==> src/rtl/round_robin_group_fifo_scheduler_assert.svh <==
// Assertion macros for the round-robin group scheduler.
`ifndef ROUND_ROBIN_GROUP_FIFO_SCHEDULER_ASSERT_SVH
`define ROUND_ROBIN_GROUP_FIFO_SCHEDULER_ASSERT_SVH

// cond must never hold outside reset
`define RRGFS_NEVER(lbl, cond, msg) \
  lbl: assert property (@(posedge clk) disable iff (!rst_n) !(cond)) else $error(msg);

// ante implies cons in the same cycle
`define RRGFS_IMPLY(lbl, ante, cons, msg) \
  lbl: assert property (@(posedge clk) disable iff (!rst_n) (ante) |-> (cons)) \
    else $error(msg);

`endif

==> src/rtl/rrgfs_fifo.sv <==
// Two-entry queue used between the scheduler stages.
module rrgfs_fifo #(
  parameter type T = logic
) (
  input  logic clk,
  input  logic rst_n,
  input  logic wr_en,
  input  T     wr_data,
  output logic full,
  input  logic rd_en,
  output T     rd_data,
  output logic empty
);

  T           mem_r [2];
  logic       wptr_r, wptr_nxt;
  logic       rptr_r, rptr_nxt;
  logic [1:0] cnt_r, cnt_nxt;
  logic       do_wr, do_rd;

  assign full    = (cnt_r == 2'd2);
  assign empty   = (cnt_r == 2'd0);
  assign rd_data = mem_r[rptr_r];
  assign do_wr   = wr_en && !full;
  assign do_rd   = rd_en && !empty;

  always_comb begin
    wptr_nxt = do_wr ? ~wptr_r : wptr_r;
    rptr_nxt = do_rd ? ~rptr_r : rptr_r;
    cnt_nxt  = 2'(cnt_r + {1'b0, do_wr} - {1'b0, do_rd});
  end

  always_ff @(posedge clk) begin
    if (!rst_n) begin
      wptr_r <= 1'b0;
      rptr_r <= 1'b0;
      cnt_r  <= 2'd0;
    end else begin
      wptr_r <= wptr_nxt;
      rptr_r <= rptr_nxt;
      cnt_r  <= cnt_nxt;
    end
  end

  always_ff @(posedge clk) begin
    if (do_wr) begin
      mem_r[wptr_r] <= wr_data;
    end
  end

endmodule

==> config.mk <==
export PLATFORM = sky130hd
export DESIGN_NAME = rrgfs_fifo
export DESIGN_NICKNAME = d
export VERILOG_FILES = /design/src/rtl/round_robin_group_fifo_scheduler_assert.svh /design/src/rtl/rrgfs_fifo.sv
export SDC_FILE = /design/constraint.sdc
export NUM_CORES = 1
export LEC_CHECK = 0
export BUFFER_PORTS_ARGS = -buffer_cell sky130_fd_sc_hd__buf_2
export CAP_MARGIN = 40
export CORE_AREA = 5 5 42 44
export CTS_CLUSTER_DIAMETER = 150
export DETAILED_ROUTE_END_ITERATION = 6
export DIE_AREA = 0 0 47 49
export GPL_TIMING_DRIVEN = 0
export HOLD_SLACK_MARGIN = 0.1
export PLACE_DENSITY = 0.48
export SYNTH_ARGS = -nofsm -noshare
export SYNTH_HDL_FRONTEND = slang
export SYNTH_SLANG_ARGS = --single-unit
==> constraint.sdc <==
create_clock -name clk -period 2.3 [get_ports clk]
set_input_delay 0.46 -clock clk [delete_from_list [all_inputs] [get_ports clk]]
set_output_delay 0.46 -clock clk [all_outputs]
set_load 0.1 [all_outputs]
==> reports/metrics.csv, run 1 <==
metric,value,unit
status,"complete, no violations",
max_cap_violations,0,
cts_tree,yes,
rr_worst_depth,8,
netlist.area_leader.share,0.3252,
routed_via_density,3.825,
synth_area_leaders,"dfxtp_1, edfxtp_1, ha_1, nor2_1, nand2b_1",
hold_class,in -> reg,
row_count,14,
critPathLaunchType,flip-flop,
finalInstanceArea,389.1,um2
min_period,1.688,ns
htree_levels,1,
fillers,159,
drt_iter0_drc,1,
slew_violations,0,
end_kind,output port,
die_y,49,um
worstHoldStart,wr_data,
arrival,1.23,ns
multi_input_area,136.4,um2
num_vias,218,
seq_area_frac_synth,0.5203,
max_freq,592.4,MHz
place_area,362.8,um2
synth_cells,30,
slowest_delay,0.41,ns
wl_per_cell,8.474,um
dp.cells,53,
core_area,1401,um2
ant_nets,0,
numPortBuffers,7,
period_share,0.7339,
tightest_slew,0.4849,ns
die_w,47,um
clk_pin_slew_worst_paths,0.06,ns
fin_skew,0.005647,ns
crit_path_top_delay_cell,buf_2,
antennaDiodeCount,0,
clk_path_buf_depth,2,
setup_tns,0,ns
ys_ff_latch,7,
initial_core_util,0.2196,
ctsRootBufferMaster,clkbuf_4,
max_slew_margin,0.6790,
grt_first_pass_wirelength,903,um
hold_viol,0,
cts_setup_buffers,0,
drive_above_1_share,0.3171,
dr.pass1.iters,2,
ys_warn_count,0,
cts_resized,0,
synthDistinctLibCells,16,
synthesis.area,307.8,um2
timing.hold.ws,0.4005,ns
grt_pass1_vias,215,
cp_cell_sequence,nand2b_1 > inv_1 > buf_2,
r2r_slack,0.64,ns
r2r_start,cnt_r[0],
avgSynthCellArea,10.26,um2
routed_wl,483,um
worstSetupPathType,reg -> out,
cts.sinks,7,
stdcell_count,57,
crit_fanout,4,
synth_top_cell_by_area,dfxtp_1,
layout.nets,49,
r2r-end,cnt_r[1],
syn_nets,37,
whs_path_depth,1,
cts-buffers-inserted,3,
holdPathEnd,mem_r[1],
crit_required,1.84,ns
ff_latch_area,160.2,um2
hold_buffers,0,
grt_max_degree,6,
antenna_found_initial,0,
worstSkewPairLatency,0.25,ns
drcViolationCount,0,
gp_congestion,0.6801,
ios,8,
rsz0062_at_grt,false,
grt_overflow,0,
grt_usage,0.05882,
setup_viol,0,
die-area,2303,um2
area_growth,26.42,%
place_hpwl,365.6,um
## worst max path at each step
stage	end	cells after the start	start
floorplan	empty	1	cnt_r[1]
global placement	cnt_r[1]	8	rd_en
detailed placement	cnt_r[1]	8	rd_en
CTS	full	3	cnt_r[0]
global route	cnt_r[1]	8	cnt_r[0]
finish	full	3	cnt_r[0]
## critical path, delay by kind of cell (launching register included)
family,cells,cell delay (ns)
buffers and inverters,2,0.47
AND/OR/NAND/NOR,1,0.18
flip-flops,1,0.33
## cells by family after synthesis
logic type | Yosys count | share of synthesized area
AND/OR/NAND/NOR | 13 | 0.2073
flip-flops | 7 | 0.5203
buffers and inverters | 3 | 0.03658
XOR/XNOR | 2 | 0.05692
multiplexers | 2 | 0.06910
adder cells (fa/ha/maj) | 2 | 0.08129
AO/OA/AOI/OAI | 1 | 0.02846
## cell usage after synthesis
library cell,instances
mux2i_1,1
ha_1,2
and2_1,1
and3_1,1
and2_2,1
o21a_2,1
xnor2_1,1
edfxtp_1,2
nand2b_1,2
mux2_2,1
dfxtp_1,5
nand2_1,2
inv_1,3
xor2_1,1
nor3_1,1
nor2_1,5
## layer usage
layer  routed length [um]  GRT usage  part of all wire
met5                    0          0                 0
met4                    0    0.02765                 0
met3                   40    0.05535             0.083
met2                  200    0.07014              0.41
met1                  242    0.06951              0.50
## layout by cell type (no fill, tap or decap), drive strengths merged
master  Yosys  routed
nor2        5       5
xor2        1       1
mux2        1       1
clkbuf      0       4
xnor2       1       1
and2        2       2
nor3        1       1
o21a        1       1
buf         0       7
ha          2       2
nand2b      2       2
and3        1       1
dfxtp       5       5
edfxtp      2       2
inv         3       3
nand2       2       2
mux2i       1       1
## metrics by stage
stage / worst slack [ns] / utilization
after floorplan: 0.2517 / -
after global placement: 0.6115 / 0.2589
after detailed placement: 0.6169 / 0.2589
after CTS: 0.5949 / 0.2777
after global routing: 0.4825 / 0.2777
final: 0.6121 / 0.2777
## cell type report
| type | instances | share of cell area |
|---|---|---|
| Timing Repair Buffer | 7 | 0.09003 |
| Tap cell | 16 | 0.05145 |
| Clock buffer | 4 | 0.06752 |
| Inverter | 3 | 0.02894 |
| Sequential cell | 7 | 0.4116 |
| Multi-Input combinational cell | 20 | 0.3505 |
Power of run 1 is not shown: default switching activity piles up to over one toggle a cycle in this logic, so the estimate is an artifact.
==> run 2, diff against run 1 <==
ABC_AREA = 1   (was not set)
CORE_AREA = not set   (was 5 5 42 44)
CORE_MARGIN = 5   (was not set)
CORE_UTILIZATION = 24   (was not set)
DIE_AREA = not set   (was 0 0 47 49)
PLACE_DENSITY = 0.49   (was 0.48)
clock period = 1.7 ns   (was 2.3 ns; I/O delays follow)
==> run 2 against run 1 <==
Design area is 10% higher. Wire length grew 7.2%. Utilization grew 4.7 points. Sequential share of layout area is 3.4 points lower. Via count increased by 20%. Critical path type unchanged.
==> reports/metrics.csv, run 2 <==
metric,value,unit,change
grt_pass1_vias,236,,+9.8%
mostFrequentLayoutCells,"inv_1, nand2_1, buf_2, nor2_1, dfxtp_1",,
status,"complete, no violations",,
core_area,1318,um2,-6.0%
stdcell_count,67,,+18%
ant_nets,0,,unchanged
grt_overflow,0,,unchanged
die-area,2264,um2,-1.7%
hold_viol,0,,unchanged
crit_required,1.36,ns,-0.48 ns
netlist.area_leader.share,0.2952,,-0.03000
syn_nets,48,,+30%
synth_cells,41,,+37%
end_kind,output port,,
clk_pin_slew_worst_paths,0.05,ns,about the same
synthesis.area,339.1,um2,+10%
clk_path_buf_depth,2,,unchanged
ys.flop_type,dfxtp_1,,
cp_cell_sequence,nand2_2 > inv_1 > buf_2,,
multi_input_area,152.6,um2,+12%
routed_wl,518,um,+7.2%
numPortBuffers,7,,unchanged
async_flop_share,0,,unchanged
fin_skew,0.0009621,ns,-0.004685 ns
crit_path_top_delay_cell,buf_2,,
dr.pass1.iters,4,,+2
yosysMostFrequentCell,inv_1,,
drt_iter0_drc,3,,+2
worstSetupPathType,reg -> out,,
wl_per_cell,7.731,um,-8.8%
initial_core_util,0.2574,,+0.03772
synth_edf_count,2,,unchanged
gp_congestion,0.7562,,+11%
num_vias,262,,+20%
worstSetupStartpoint,cnt_r[1],,
ios,8,,unchanged
min_period,1.561,ns,
grt_usage,0.06718,,+0.008352
hold_buffers,0,,unchanged
slowest_delay,0.41,ns,about the same
cts_resized,0,,unchanged
drive_above_1_share,0.3462,,+0.02908
place_hpwl,446.6,um,+22%
cts_tree,yes,,
synthDistinctLibCells,13,,-3
avgSynthCellArea,8.270,um2,-19%
synth_area_leaders,"dfxtp_1, edfxtp_1, inv_1, nand2_1, ha_1",,
setup_viol,0,,unchanged
period_share,0.9184,,
ctsRootBufferMaster,clkbuf_4,,
slew_violations,0,,unchanged
max_slew_margin,0.6790,,about the same
die_w,47.59,um,+1.2%
dp.cells,63,,+19%
final_common_cell,inv_1,,
antenna_found_initial,0,,unchanged
ys_ff_latch,7,,unchanged
rsz0062_at_grt,false,,
worstHoldStart,wr_data,,
routed_via_density,3.910,,+2.2%
synth_common_cells,"inv_1, nand2_1, dfxtp_1, nor2_1",,
cts-buffers-inserted,3,,unchanged
crit_fanout,4,,unchanged
arrival,1.22,ns,about the same
htree_levels,1,,unchanged
r2r_start,cnt_r[0],,
row_count,13,,-1
hold_class,in -> reg,,
cts_setup_buffers,0,,unchanged
max_cap_violations,0,,unchanged
max_freq,640.5,MHz,
tightest_slew,0.4848,ns,-0.00001907 ns
synth_top_cell_by_area,dfxtp_1,,
die_y,47.59,um,-2.9%
drcViolationCount,0,,unchanged
critPathLaunchType,flip-flop,,
seq_area_frac_synth,0.4723,,-0.04800
area_growth,26.20,%,
fillers,143,,-10%
antennaDiodeCount,0,,unchanged
cts.sinks,7,,unchanged
worstSkewPairLatency,0.24,ns,about the same
layout.nets,60,,+22%
ff_latch_area,161.4,um2,+0.78%
grt_first_pass_wirelength,959,um,+6.2%
ys_warn_count,0,,unchanged
grt_max_degree,5,,-1
[run 2: cell count changes in the layout (fill, tap and decap cells not counted), moves of 2 or more]
cell / before / now
a21oi_1: 0 / 2
inv_1: 3 / 9
nand2_1: 2 / 8
nand2b_1: 2 / 0
nand3_1: 0 / 2
nor2_4: 0 / 2
[run 2: routing by layer]
| layer | global-route usage | part of all wire | vias up |
|---|---|---|---|
| li1 | - | - | 149 |
| met1 | 0.08108 | 0.44 | 108 |
| met2 | 0.08289 | 0.49 | 5 |
| met3 | 0.05639 | 0.068 | 0 |
| met4 | 0.03226 | 0 | 0 |
| met5 | 0 | 0 | - |
[run 2: cells by family (layout without fill, tap and decap cells)]
logic type / Yosys count / in the layout / share of synthesized area
mux: 1 / 1 / 0.03321
fa+ha+maj: 2 / 2 / 0.07379
compound gates: 2 / 2 / 0.02952
buf+inv: 9 / 20 / 0.09962
flops: 7 / 7 / 0.4723
simple gates: 20 / 20 / 0.2915
[run 2: cell type report]
| cell class | instances | area share |
|---|---|---|
| Sequential cell | 7 | 0.3772 |
| Multi-Input combinational cell | 25 | 0.3567 |
| Timing Repair Buffer | 7 | 0.08187 |
| Inverter | 9 | 0.07895 |
| Clock buffer | 4 | 0.06140 |
| Tap cell | 15 | 0.04386 |
[run 2: stage by stage]
| step | worst slack [ns] | hold slack, ns | util | TNS (ns) | area [um2] |
|---|---|---|---|---|---|
| floorplan | -0.06334 | 0.4334 | - | -0.06334 | 347.8 |
| global placement | 0.2460 | 0.4958 | 0.3048 | 0 | 401.6 |
| detailed placement | 0.2301 | 0.5032 | 0.3048 | 0 | 401.6 |
| CTS | 0.1168 | 0.2762 | 0.3248 | 0 | 427.9 |
| global route | 0.04454 | 0.2699 | 0.3248 | 0 | 427.9 |
| finish | 0.1387 | 0.2860 | 0.3248 | 0 | 427.9 |
[run 2: worst paths after layout]
check / depth (start not counted) / slack, ns / endpoint
setup / recovery: 3 / 0.14 / full
hold reg to reg: 2 / 0.51 / flip-flop
setup reg to reg: 11 / 0.24 / cnt_r[1]
hold / removal: 1 / 0.29 / mem_r[1]
[run 2: critical path, delay by kind of cell, from the launching register on]
kind,cells,cell delay [ns]
buffers and inverters,2,0.46
DFF,1,0.40
and+or+nand+nor,1,0.11
Power of run 2 is left out for the same reason.
